## src/rtl/button_debounce_auto_repeat_defines.svh

```systemverilog
// Assertion macros shared by the debounce block.
// Depends on nothing; the asserting module must have clk_i and rst_ni.
`ifndef BUTTON_DEBOUNCE_AUTO_REPEAT_DEFINES_SVH
`define BUTTON_DEBOUNCE_AUTO_REPEAT_DEFINES_SVH

// Clocked property, switched off while reset is applied.
`define BDAR_ASSERT(label, prop, msg) \
  label: assert property (@(posedge clk_i) disable iff (!rst_ni) (prop)) else $error(msg);

// Condition that must hold at every clock edge out of reset.
`define BDAR_ASSERT_ALWAYS(label, expr, msg) \
  `BDAR_ASSERT(label, 1'b1 |-> (expr), msg)

`endif

```

## src/rtl/bdar_pkg.sv

```systemverilog
// Package of the button debounce block: widths, reset values, register codes,
// the threshold struct for the lanes and the lane result struct for the merge stage.
`default_nettype none
package bdar_pkg;

  localparam int NUM_BUTTONS_DEF = 6;
  localparam int CNT_W           = 16;
  localparam int CFG_W           = 16;
  localparam int CFG_IDX_W       = 2;

  localparam logic [CNT_W-1:0] DEBOUNCE_RST = 16'd50;
  localparam logic [CNT_W-1:0] DELAY_RST    = 16'd300;
  localparam logic [CNT_W-1:0] INTERVAL_RST = 16'd300;

  typedef enum logic [CFG_IDX_W-1:0] {
    CFG_DEBOUNCE = 2'd0,
    CFG_DELAY    = 2'd1,
    CFG_INTERVAL = 2'd2
  } cfg_reg_e;

  typedef struct packed {
    logic [CNT_W-1:0] debounce;
    logic [CNT_W-1:0] delay;
    logic [CNT_W-1:0] interval;
  } cfg_t;

  // What one lane found on the current tick.
  typedef struct packed {
    logic ev;
    logic kind;
  } lane_res_t;

endpackage
`default_nettype wire

```

## src/rtl/bdar_tick_if.sv

```systemverilog
// Channel carrying one tick item: the raw active-low button sample.
// Depends on nothing.
`default_nettype none
interface bdar_tick_if #(
  parameter int NUM_BUTTONS = 6
);
  logic                   valid;
  logic                   ready;
  logic [NUM_BUTTONS-1:0] raw_buttons;

  modport source (output valid, output raw_buttons, input ready);
  modport sink   (input valid, input raw_buttons, output ready);
endinterface
`default_nettype wire

```

## src/rtl/bdar_event_if.sv

```systemverilog
// Channel carrying one event item: button, press/release and last marker.
// Depends on nothing.
`default_nettype none
interface bdar_event_if #(
  parameter int IDX_W = 3
);
  logic             valid;
  logic             ready;
  logic [IDX_W-1:0] button_index;
  logic             event_kind;
  logic             last_event;

  modport source (output valid, output button_index, output event_kind,
                  output last_event, input ready);
  modport sink   (input valid, input button_index, input event_kind,
                  input last_event, output ready);
endinterface
`default_nettype wire

```

## src/rtl/bdar_lane.sv

```systemverilog
// One button lane: stable level, repeat flag and saturating tick counter.
// Depends on bdar_pkg.
`default_nettype none
module bdar_lane import bdar_pkg::*; (
  input  wire logic      clk_i,
  input  wire logic      rst_ni,
  input  wire logic      tick_i,
  input  wire logic      raw_i,
  input  wire cfg_t      cfg_i,
  output lane_res_t      res_o
);

  logic             stable_q, stable_d;
  logic             rep_q, rep_d;
  logic [CNT_W-1:0] cnt_q, cnt_d;

  logic             chg;
  logic             rpt;
  logic             rep_a;
  logic [CNT_W-1:0] cnt_inc;
  logic [CNT_W-1:0] cnt_a;

  always_comb begin
    cnt_inc  = (&cnt_q) ? cnt_q : cnt_q + 1'b1;
    chg      = (raw_i != stable_q) && (cnt_inc >= cfg_i.debounce);
    stable_d = chg ? raw_i : stable_q;
    rep_a    = (chg && raw_i) ? 1'b0 : rep_q;
    cnt_a    = chg ? '0 : cnt_inc;
    rep_d    = rep_a;
    cnt_d    = cnt_a;
    rpt      = 1'b0;
    // A held button first arms repeating silently, then repeats on the interval.
    if (!stable_d) begin
      if (!rep_a) begin
        if (cnt_a >= cfg_i.delay) begin
          rep_d = 1'b1;
          cnt_d = '0;
        end
      end else if (cnt_a >= cfg_i.interval) begin
        rpt   = 1'b1;
        cnt_d = '0;
      end
    end
    res_o.ev   = chg | rpt;
    res_o.kind = chg & raw_i;
  end

  always_ff @(posedge clk_i or negedge rst_ni) begin
    if (!rst_ni) begin
      stable_q <= 1'b1;
      rep_q    <= 1'b0;
      cnt_q    <= '0;
    end else if (tick_i) begin
      stable_q <= stable_d;
      rep_q    <= rep_d;
      cnt_q    <= cnt_d;
    end
  end

endmodule
`default_nettype wire

```

## src/rtl/bdar_merge.sv

```systemverilog
// Merge stage: collects the lane events of one tick and hands them out one
// item per cycle while the receiver is ready, in button order. Depends on
// bdar_pkg, bdar_event_if and the assertion macro header.
`default_nettype none
`include "button_debounce_auto_repeat_defines.svh"
module bdar_merge import bdar_pkg::*; #(
  parameter int NUM_BUTTONS = NUM_BUTTONS_DEF,
  parameter int IDX_W       = 3
) (
  input  wire logic      clk_i,
  input  wire logic      rst_ni,
  input  wire logic      in_valid_i,
  output logic           in_ready_o,
  input  wire lane_res_t res_i [NUM_BUTTONS],
  bdar_event_if.source   evt
);

  logic [NUM_BUTTONS-1:0] pend_q, pend_d;
  logic [NUM_BUTTONS-1:0] kind_q;
  logic [NUM_BUTTONS-1:0] ev_mask;
  logic [NUM_BUTTONS-1:0] kind_mask;
  logic [NUM_BUTTONS-1:0] low_bit;
  logic [NUM_BUTTONS-1:0] rest;
  logic [NUM_BUTTONS-1:0] below_mask;
  logic [IDX_W-1:0]       sel_idx;
  logic                   found;
  logic                   out_valid_q;
  logic [IDX_W-1:0]       out_idx_q;
  logic                   out_kind_q;
  logic                   out_last_q;
  logic                   out_load;
  logic                   in_acc;

  always_comb begin
    for (int i = 0; i < NUM_BUTTONS; i++) begin
      ev_mask[i]    = res_i[i].ev;
      kind_mask[i]  = res_i[i].kind;
      below_mask[i] = (i <= int'(out_idx_q));
    end
    sel_idx = '0;
    found   = 1'b0;
    for (int i = 0; i < NUM_BUTTONS; i++) begin
      if (pend_q[i] && !found) begin
        sel_idx = IDX_W'(i);
        found   = 1'b1;
      end
    end
    low_bit  = pend_q & (~pend_q + 1'b1);
    rest     = pend_q & ~low_bit;
    out_load = (pend_q != '0) && (!out_valid_q || evt.ready);
    // A new tick is taken once the previous tick's events have all left the
    // pending mask, which may happen in this very cycle.
    in_ready_o = (pend_q == '0) || (out_load && (rest == '0));
    in_acc     = in_valid_i && in_ready_o;
    pend_d     = pend_q;
    if (out_load) begin
      pend_d = rest;
    end
    if (in_acc) begin
      pend_d = ev_mask;
    end
  end

  always_ff @(posedge clk_i or negedge rst_ni) begin
    if (!rst_ni) begin
      pend_q      <= '0;
      out_valid_q <= 1'b0;
    end else begin
      pend_q <= pend_d;
      if (out_load) begin
        out_valid_q <= 1'b1;
      end else if (evt.ready) begin
        out_valid_q <= 1'b0;
      end
    end
  end

  always_ff @(posedge clk_i) begin
    if (in_acc) begin
      kind_q <= kind_mask;
    end
    if (out_load) begin
      out_idx_q  <= sel_idx;
      out_kind_q <= kind_q[sel_idx];
      out_last_q <= (rest == '0);
    end
  end

  assign evt.valid        = out_valid_q;
  assign evt.button_index = out_idx_q;
  assign evt.event_kind   = out_kind_q;
  assign evt.last_event   = out_last_q;

  `BDAR_ASSERT(a_more_after_not_last, out_valid_q && !out_last_q |-> pend_q != '0, "event not marked last but nothing pending")
  `BDAR_ASSERT(a_order_kept, out_valid_q && !out_last_q |-> (pend_q & below_mask) == '0, "pending event at or below the shown button")
  `BDAR_ASSERT(a_pending_shown, (pend_q != '0) |=> out_valid_q, "pending events but no item offered")

endmodule
`default_nettype wire

```

## src/rtl/button_debounce_auto_repeat.sv

```systemverilog
// Button debounce with auto-repeat. All lanes update together on an accepted
// tick; its events (at most NUM_BUTTONS) pass through the pending mask and the
// single event output register, one per cycle while the receiver is ready.
// Ticks: one per cycle while no events are pending, else once the last pending event loads.
// Reset (asynchronous, active low): all buttons released, no repeating,
// counters zero, thresholds 50, 300 and 300 ticks.
`default_nettype none
module button_debounce_auto_repeat import bdar_pkg::*; #(
  parameter int NUM_BUTTONS = NUM_BUTTONS_DEF
) (
  input  wire logic                 clk_i,
  input  wire logic                 rst_ni,
  input  wire logic                 cfg_we_i,
  input  wire logic [CFG_IDX_W-1:0] cfg_idx_i,
  input  wire logic [CFG_W-1:0]     cfg_data_i,
  bdar_tick_if.sink                 tick_i,
  bdar_event_if.source              evt_o
);

  localparam int IdxW = (NUM_BUTTONS > 1) ? $clog2(NUM_BUTTONS) : 1;

  cfg_t      cfg_q;
  lane_res_t res [NUM_BUTTONS];
  logic      tick_acc;

  always_ff @(posedge clk_i or negedge rst_ni) begin
    if (!rst_ni) begin
      cfg_q.debounce <= DEBOUNCE_RST;
      cfg_q.delay    <= DELAY_RST;
      cfg_q.interval <= INTERVAL_RST;
    end else if (cfg_we_i) begin
      unique case (cfg_reg_e'(cfg_idx_i))
        CFG_DEBOUNCE: cfg_q.debounce <= cfg_data_i;
        CFG_DELAY:    cfg_q.delay    <= cfg_data_i;
        CFG_INTERVAL: cfg_q.interval <= cfg_data_i;
        default: ;
      endcase
    end
  end

  assign tick_acc = tick_i.valid && tick_i.ready;

  for (genvar g = 0; g < NUM_BUTTONS; g++) begin : g_lane
    bdar_lane u_lane (
      .clk_i  (clk_i),
      .rst_ni (rst_ni),
      .tick_i (tick_acc),
      .raw_i  (tick_i.raw_buttons[g]),
      .cfg_i  (cfg_q),
      .res_o  (res[g])
    );
  end

  bdar_merge #(
    .NUM_BUTTONS (NUM_BUTTONS),
    .IDX_W       (IdxW)
  ) u_merge (
    .clk_i      (clk_i),
    .rst_ni     (rst_ni),
    .in_valid_i (tick_i.valid),
    .in_ready_o (tick_i.ready),
    .res_i      (res),
    .evt        (evt_o)
  );

endmodule
`default_nettype wire

```

## src/flat_wrapper.sv

```systemverilog
// flat-port wrapper written by rule: the top's interface ports become plain ports
module button_debounce_auto_repeat_flat import bdar_pkg::*;
#(
  parameter int NUM_BUTTONS = NUM_BUTTONS_DEF
)
  (clk_i, rst_ni, cfg_we_i, cfg_idx_i, cfg_data_i, tick_i_valid, tick_i_raw_buttons, tick_i_ready, evt_o_valid, evt_o_button_index, evt_o_event_kind, evt_o_last_event, evt_o_ready);
  bdar_tick_if #(.NUM_BUTTONS(NUM_BUTTONS)) tick_i_i ();
  bdar_event_if #(.IDX_W(3)) evt_o_i ();
  input  wire logic clk_i;
  input  wire logic rst_ni;
  input  wire logic cfg_we_i;
  input  wire logic [CFG_IDX_W-1:0] cfg_idx_i;
  input  wire logic [CFG_W-1:0] cfg_data_i;
  input wire logic [$bits(tick_i_i.valid)-1:0] tick_i_valid;
  input wire logic [$bits(tick_i_i.raw_buttons)-1:0] tick_i_raw_buttons;
  output wire logic [$bits(tick_i_i.ready)-1:0] tick_i_ready;
  output wire logic [$bits(evt_o_i.valid)-1:0] evt_o_valid;
  output wire logic [$bits(evt_o_i.button_index)-1:0] evt_o_button_index;
  output wire logic [$bits(evt_o_i.event_kind)-1:0] evt_o_event_kind;
  output wire logic [$bits(evt_o_i.last_event)-1:0] evt_o_last_event;
  input wire logic [$bits(evt_o_i.ready)-1:0] evt_o_ready;
  assign tick_i_i.valid = tick_i_valid;
  assign tick_i_i.raw_buttons = tick_i_raw_buttons;
  assign tick_i_ready = tick_i_i.ready;
  assign evt_o_valid = evt_o_i.valid;
  assign evt_o_button_index = evt_o_i.button_index;
  assign evt_o_event_kind = evt_o_i.event_kind;
  assign evt_o_last_event = evt_o_i.last_event;
  assign evt_o_i.ready = evt_o_ready;
  button_debounce_auto_repeat #(.NUM_BUTTONS(NUM_BUTTONS)) u_core (.clk_i(clk_i), .rst_ni(rst_ni), .cfg_we_i(cfg_we_i), .cfg_idx_i(cfg_idx_i), .cfg_data_i(cfg_data_i), .tick_i(tick_i_i), .evt_o(evt_o_i));
endmodule
```

## config.mk

```make
export PLATFORM = sky130hd
export DESIGN_NAME = button_debounce_auto_repeat_flat
export DESIGN_NICKNAME = d
export VERILOG_FILES = /design/src/rtl/bdar_pkg.sv /design/src/rtl/bdar_tick_if.sv /design/src/rtl/bdar_event_if.sv /design/src/rtl/bdar_lane.sv /design/src/rtl/bdar_merge.sv /design/src/rtl/button_debounce_auto_repeat.sv /design/src/flat_wrapper.sv
export VERILOG_INCLUDE_DIRS = /design/src /design/src/rtl
export SDC_FILE = /design/constraint.sdc
export NUM_CORES = 1
export LEC_CHECK = 0
export ABC_AREA = 1
export CAP_MARGIN = 20
export CORE_ASPECT_RATIO = 2
export CORE_MARGIN = 2
export CORE_UTILIZATION = 55
export DETAILED_ROUTE_END_ITERATION = 7
export DONT_BUFFER_PORTS = 1
export MAX_ROUTING_LAYER = met4
export PLACE_DENSITY = 0.7
export SLEW_MARGIN = 0
export SYNTH_ARGS = -nofsm -noshare
export SYNTH_HDL_FRONTEND = slang
export SYNTH_SLANG_ARGS = --single-unit
```

## constraint.sdc

```tcl
create_clock -name clk_i -period 11.21 [get_ports clk_i]
set_input_delay 1.6815 -clock clk_i [delete_from_list [all_inputs] [get_ports clk_i]]
set_output_delay 1.6815 -clock clk_i [all_outputs]
set_load 0.005 [all_outputs]
```

=== After elaboration in Yosys (flattened, before gate mapping) ===
Cells that the tools add are included.

* Bits in latches: 0
* Bits in read-only memories: 0
* Memories kept: 0
* Bits in registers: 174
* Memory bits (writable): 0
* Logic and storage cells: 220

* Bitwise logic cells: 16
* Multiply operators: 0
* Multiplexer cells: 100
* Reductions and logical operators: 43
* Shift-type cells: 0
* Order comparisons: 19
* Add/sub/neg operators: 7
* Eq/ne operators: 8
* Divide/modulo/power cells: 0

{| class="wikitable"
|+ Operator list
! operator !! count
|-
| 16-bit two-way mux || 36
|-
| 16-bit >= comparator || 18
|-
| 16-bit by 1-bit adder with 16-bit output (second input constant) || 6
|-
| 16-bit AND reduction || 6
|-
| 1-bit two-way mux || 57
|-
| 1-bit logical AND || 20
|-
| 6-bit bitwise AND || 2
|-
| 6-bit logical NOT || 2
|-
| 6-bit two-way mux || 2
|-
| 6-bit inverter || 2
|-
| 3-bit two-way mux || 3
|-
| 6-bit by 1-bit adder with 6-bit output (second input constant) || 1
|-
| 1-bit bitwise AND || 6
|-
| 1-bit logical NOT || 6
|-
| 1-bit != test || 6
|-
| 1-bit bitwise OR || 6
|-
| 2-bit AND reduction || 3
|-
| 6-bit nonzero test || 1
|-
| 3-bit by 4-bit < comparator with 1-bit output (second input constant) || 1
|-
| 2-bit nonzero test || 2
|-
| 1-bit binary-select mux with 3-bit select || 1
|-
| 2-bit by 1-bit == test with 1-bit output (second input constant) || 1
|-
| 2-bit == test (second input constant) || 1
|-
| 2-bit logical NOT || 1
|-
| other kinds (2) || 3
|}

=== Logic depth before layout (Yosys ltp) ===
* Depth in word-level cells: 18
* Gate-level depth with buffers: 38

=== Modules after synthesis ===
Synthesis repeated with hierarchy kept, for this count alone.

* Cells, all modules: 2841
* Area total of the unflattened synthesis: 19180.9 µm²

{| class="wikitable"
|+ By module, submodules not included
! module !! area each (µm²) !! seq. area each (µm²) !! cells an instance !! instances
|-
| bdar_lane at u_core.g_lane[0].u_lane ... || 2713.9 || 451.7 || 423 || 4
|-
| bdar_lane at u_core.g_lane[2].u_lane ... || 2710.1 || 451.7 || 422 || 2
|-
| button_debounce_auto_repeat || 2065.7 || 1214.9 || 216 || 1
|-
| bdar_merge || 839.6 || 505.5 || 89 || 1
|}

=== Worst setup path after synthesis ===
Ideal clock, no wire load.

* Path kind: register to register
* From: reg u_core.g_lane[5].u_lane.cnt_q[0]
* To: reg u_core.g_lane[5].u_lane.cnt_q[10]
* Cell stages (with the launch flop): 33
* Arrival time: 4050 ps
* Slack: 7043 ps
* Required time: 11093 ps
* Path through: dfrtp_1 ha_1 inv_1 nor2_1 nand2_1 nor2_1 inv_2 buf_6 nand2_1 ha_1 nand2_1 nor2_1 and2_1 nor2_1 nand2_1 nand2_1 nand2_1 nand2_2 clkbuf_1 inv_1 nor2_1 ha_1 nand2_1 inv_1 nand3_1 nor2_1 nand3_1 and3_1 nor2_1 nand2_1 buf_2 nand3_1 nand2_1

* Longest elaborated chain between the ends: 9
* Elaborated cells between the ends (all ways): 15

{| class="wikitable"
|+ Ends and longest elaborated chain
! element !! line !! source
|-
| start, declared || bdar_lane.sv:15 || <nowiki>logic [CNT_W-1:0] cnt_q, cnt_d;</nowiki>
|-
| start signal, assigned || bdar_lane.sv:56 || <nowiki>cnt_q <= cnt_d;</nowiki>
|-
| 16-bit by 1-bit adder with 16-bit output / 16-bit AND reduction (equally long branches) || bdar_lane.sv:24 || <nowiki>cnt_inc = (&cnt_q) ? cnt_q : cnt_q + 1'b1;</nowiki>
|-
| 16-bit two-way mux * || bdar_lane.sv:24 ||
|-
| 16-bit >= comparator || bdar_lane.sv:25 || <nowiki>chg = (raw_i != stable_q) && (cnt_inc >= cfg_i.debounce);</nowiki>
|-
| 1-bit logical AND || bdar_lane.sv:25 ||
|-
| 16-bit two-way mux || bdar_lane.sv:28 || <nowiki>cnt_a = chg ? '0 : cnt_inc;</nowiki>
|-
| 16-bit >= comparator, on equally long branches || bdar_lane.sv:35, bdar_lane.sv:39 ||
|-
| 16-bit two-way mux, on equally long branches || bdar_lane.sv:35, bdar_lane.sv:39 ||
|-
| 16-bit two-way mux || bdar_lane.sv:34 || <nowiki>if (!rep_a) begin</nowiki>
|-
| 16-bit two-way mux * || bdar_lane.sv:33 || <nowiki>if (!stable_d) begin</nowiki>
|}

Every way passes the cells marked *; elsewhere a longest branch is shown, timed or not.
A chain may end at the register's enable or synchronous reset.

=== Worst setup path after layout ===
* From: reg u_core.g_lane[0].u_lane.cnt_q[0]
* To: reg u_core.u_merge.pend_q[0]

* Longest elaborated chain between the ends: 11
* Elaborated cells between the ends (all ways): 15

{| class="wikitable"
|+ Ends and longest elaborated chain
! element !! line !! source
|-
| start, declared || bdar_lane.sv:15 ||
|-
| start signal, assigned || bdar_lane.sv:56 ||
|-
| 16-bit by 1-bit adder with 16-bit output / 16-bit AND reduction (equally long branches) || bdar_lane.sv:24 ||
|-
| 16-bit two-way mux * || bdar_lane.sv:24 ||
|-
| 16-bit >= comparator || bdar_lane.sv:25 ||
|-
| 1-bit logical AND || bdar_lane.sv:25 ||
|-
| 16-bit two-way mux || bdar_lane.sv:28 ||
|-
| 16-bit >= comparator || bdar_lane.sv:39 || <nowiki>end else if (cnt_a >= cfg_i.interval) begin</nowiki>
|-
| 1-bit two-way mux || bdar_lane.sv:39 ||
|-
| 1-bit two-way mux || bdar_lane.sv:34 ||
|-
| 1-bit two-way mux || bdar_lane.sv:33 ||
|-
| 1-bit bitwise OR * || bdar_lane.sv:44 || <nowiki>res_o.ev = chg | rpt;</nowiki>
|-
| 6-bit two-way mux * || bdar_merge.sv:59 || <nowiki>if (in_acc) begin</nowiki>
|-
| end signal, assigned || bdar_merge.sv:69 || <nowiki>pend_q <= pend_d;</nowiki>
|-
| end, declared || bdar_merge.sv:18 || <nowiki>logic [NUM_BUTTONS-1:0] pend_q, pend_d;</nowiki>
|}

Marked as above.

==> out/qor.yml <==
dp_cells: 2933
dp_hpwl_um: 38700
async_set_reset_flop_share_out_of_synthesis_pct: 93.68
insertion_delay_ps: 470
worst_path_max_delay_cell: "sky130_fd_sc_hd__nand2_1"
route.vias.total: 16381
clk_pin_slew_worst_paths_ps: 80
drc: 0
layout.filler_cells: 3142
slew_violations: 0
grt_start_max_net_pins: 164
fp.dieArea_um2: 33060
grt_remaining_overflow: 0
actual_transition_at_the_worst_max_transition_pin_ps: 1022
cts_setup_buffers: 0
synth-seq-cells: 174
grt_use_total_pct: 33.76
synthAdderAreaFrac_pct: 21.21
initial_utilization_pct: 55.40
static-leakage-power_nw: 10.33
cp_peak_stage_delay_ps: 480
total_power_mw: 3.153
cts_root_buffer: "sky130_fd_sc_hd__clkbuf_16"
place.gp.congestion: 0.9310
floorplan.die.height_um: 255.2
cell_count_final_fillers_out: 2967
place_ws_ps: 6002
main_combinational_cell_family_by_area_after_synthesis: "simple AND/OR/NAND/NOR gates"
syn_area_um2: 17350
detail_route.wl_per_cell_um: 17.79
layout.cells.most_common: "sky130_fd_sc_hd__nand2_1"
fin_nets: 2853
setup_viol_count_final: 0
intPower_mw: 1.642
yosys.area_share.xor_xnor_pct: 2.827
final_critical_path_setup_slack_ps: 5862
timing.reg2reg.setup_slack_ps: 5860
synth_top_flop_cell: "sky130_fd_sc_hd__dfrtp_1"
maxSlewHeadroom_pct: 31.71
switching_power_mw: 1.512
synth-edff-count: 11
netSwitchingFraction_pct: 47.94
mostFrequentLayoutCells: "sky130_fd_sc_hd__nand2_1 (775), sky130_fd_sc_hd__inv_1 (322), sky130_fd_sc_hd__ha_1 (294), sky130_fd_sc_hd__nor2_1 (248), sky130_fd_sc_hd__a21oi_1 (163)"
placed_standard_cell_area_um2: 17620
cts_resized: 0
cts-htree-levels: 4
synth_cell_type_count: 45
synth.net_count: 2882
syn-instance-count: 2559
final.hold.worst_slack_ps: 489.4
share_seq_of_total_power_pct: 28.6
synthesis_warning_total: 0
finalWirelength_um: 52790
cp_data_required_time_ps: 11570
die_w_um: 129.6
rsz0062_at_grt: "no"
grt_antenna_before_repair: 0
cellPowerDensity_nw_per_um2: 172.8
hold_viol: 0
max-vdd-ir-drop_uv: 146.2
status: "finished clean"
grt_pass1_vias: 15533
synth_seq_area_share_pct: 25.54
power_frac_clock_pct: 20.3
syn-mean-instance-area_um2: 6.779
post-route-util_pct: 58.29
vias_per_cell: 5.521
cts_buffers: 17
worstPathArrival_ps: 5700
post_route_setup_tns_ps: 0
first_pass_iters: 5
final_layout_size_suffix_gt1_share_pct: 3.657
regArea_um2: 4431
cp_common_cell: "sky130_fd_sc_hd__nand2_1"
cp-start-kind: "register"
multi_input_area_um2: 11360
complex_gate_fraction_of_the_synthesized_area_pct: 10.60
core_area_um2: 31310
top_level_ports: 36
clock_path_buffers: 2
rows: 92
worstSetupPathType: "reg -> reg"
cp-end-kind: "register"
layout_min_cycle_time_ps: 5348
timing.max_cap.violations: 0
grt_pass1_wl_um: 83040
final.setup_skew_ps: 9.017
cts_sinks: 174
max_fo_critical_path: 17
layout.cell_area.non_filler_um2: 18250
synthToLayoutAreaGrowth_pct: 5.208
detail-route-antenna-nets: 0
muxShareOfSynthArea_pct: 0
synthSimpleGateAreaFrac_pct: 30.86
finalCritPeriodShare_pct: 47.70
io_buffer_count: 0
dr.first_iter.drc_count: 1324
postCtsHoldBufs: 0
type_of_the_most_critical_hold_path: "reg -> reg"
combPwrFrac_pct: 51.0
clock_tree_from_tritoncts: "done"
max_clock_freq_mhz: 187.0
[synthesized netlist by cell type, types with 12 or more instances]
cell / number / share of area [%]
sky130_fd_sc_hd__xor2_1: 43 / 2.2
sky130_fd_sc_hd__nand3_1: 142 / 4.1
sky130_fd_sc_hd__nor2_1: 248 / 5.4
sky130_fd_sc_hd__dfstp_2: 17 / 2.6
sky130_fd_sc_hd__buf_2: 26 / 0.75
sky130_fd_sc_hd__dfrtp_1: 146 / 21
sky130_fd_sc_hd__nor3_1: 33 / 0.95
sky130_fd_sc_hd__o21a_1: 15 / 0.65
sky130_fd_sc_hd__nand2_1: 775 / 17
sky130_fd_sc_hd__a21oi_1: 163 / 4.7
sky130_fd_sc_hd__ha_1: 294 / 21
sky130_fd_sc_hd__inv_1: 322 / 7.0
sky130_fd_sc_hd__clkinv_1: 12 / 0.26
sky130_fd_sc_hd__o21ai_0: 120 / 3.5
sky130_fd_sc_hd__nand4_1: 48 / 1.7
sky130_fd_sc_hd__o21ai_1: 27 / 0.78
sky130_fd_sc_hd__xnor2_1: 13 / 0.66
sky130_fd_sc_hd__clkbuf_1: 18 / 0.39
[logic make-up (layout without fill, tap and decap cells)]
logic type	after synthesis	in the layout
compound gates	348	348
xor+xnor	56	56
fa+ha+maj	294	294
buf+inv	393	377
flops	174	174
other cells	0	1
simple gates	1294	1294
[routing by layer]
metal  wire length (µm)  track usage, %  share of wire, %  up-vias
li1                   -               -                 -     8289
met1              22090           40.79                42     7450
met2              24440           54.00                46      493
met3               3324           5.832               6.3      149
met4               2934           16.87               5.6        0
met5                  0               -                 0        -
[registers in the layout (all words and copies together), names as in the netlist]
signal and count:
u_core.g_lane.u_lane.stable_q 6, u_core.u_merge.evt.valid 1, u_core.cfg_q 48, u_core.g_lane.u_lane.rep_q 6
u_core.u_merge.kind_q 6, u_core.u_merge.evt.button_index 3, u_core.g_lane.u_lane.cnt_q 96, u_core.u_merge.pend_q 6
u_core.u_merge.evt.last_event 1, u_core.u_merge.evt.event_kind 1
[power by group through the flow]
stage	sequential, mW	combinational, mW	clock [mW]
after floorplan	0.873	1.21	0
after global placement	0.910	1.55	0
after detailed placement	0.911	1.59	0
after CTS	0.900	1.60	0.653
after global routing	0.921	1.87	0.676
final	0.903	1.61	0.641
[layout make-up]
cell class,count,share of cell area (%)
inverter,341,7.014
tap,423,2.900
multi-input combinational,1992,62.24
antenna,1,0.01371
sequential,174,24.28
timing repair buffer,4,0.1851
clock inverter,15,1.035
clock buffer,17,2.331
[final timing paths]
path / end / startpoint / cells past startpoint
max in group asynchronous: u_core.g_lane[1].u_lane.stable_q / rst_ni / 0
min in group asynchronous: u_core.g_lane[4].u_lane.cnt_q[13] / rst_ni / 0
worst min register to register: u_core.cfg_q[30] / u_core.cfg_q[30] / 2
worst max register to register: u_core.u_merge.pend_q[0] / u_core.g_lane[0].u_lane.cnt_q[0] / 31
worst min-delay path: u_core.cfg_q[30] / u_core.cfg_q[30] / 2
worst max-delay path: u_core.u_merge.pend_q[0] / u_core.g_lane[0].u_lane.cnt_q[0] / 31
[critical path, delay by kind of cell, from the launching register on]
kind,cells,cell delay (ps)
compound gates,3,460
buf+inv,4,350
simple gates,21,3310
flops,1,420
fa+ha+maj,3,710
(Power assumes the default switching activity.)
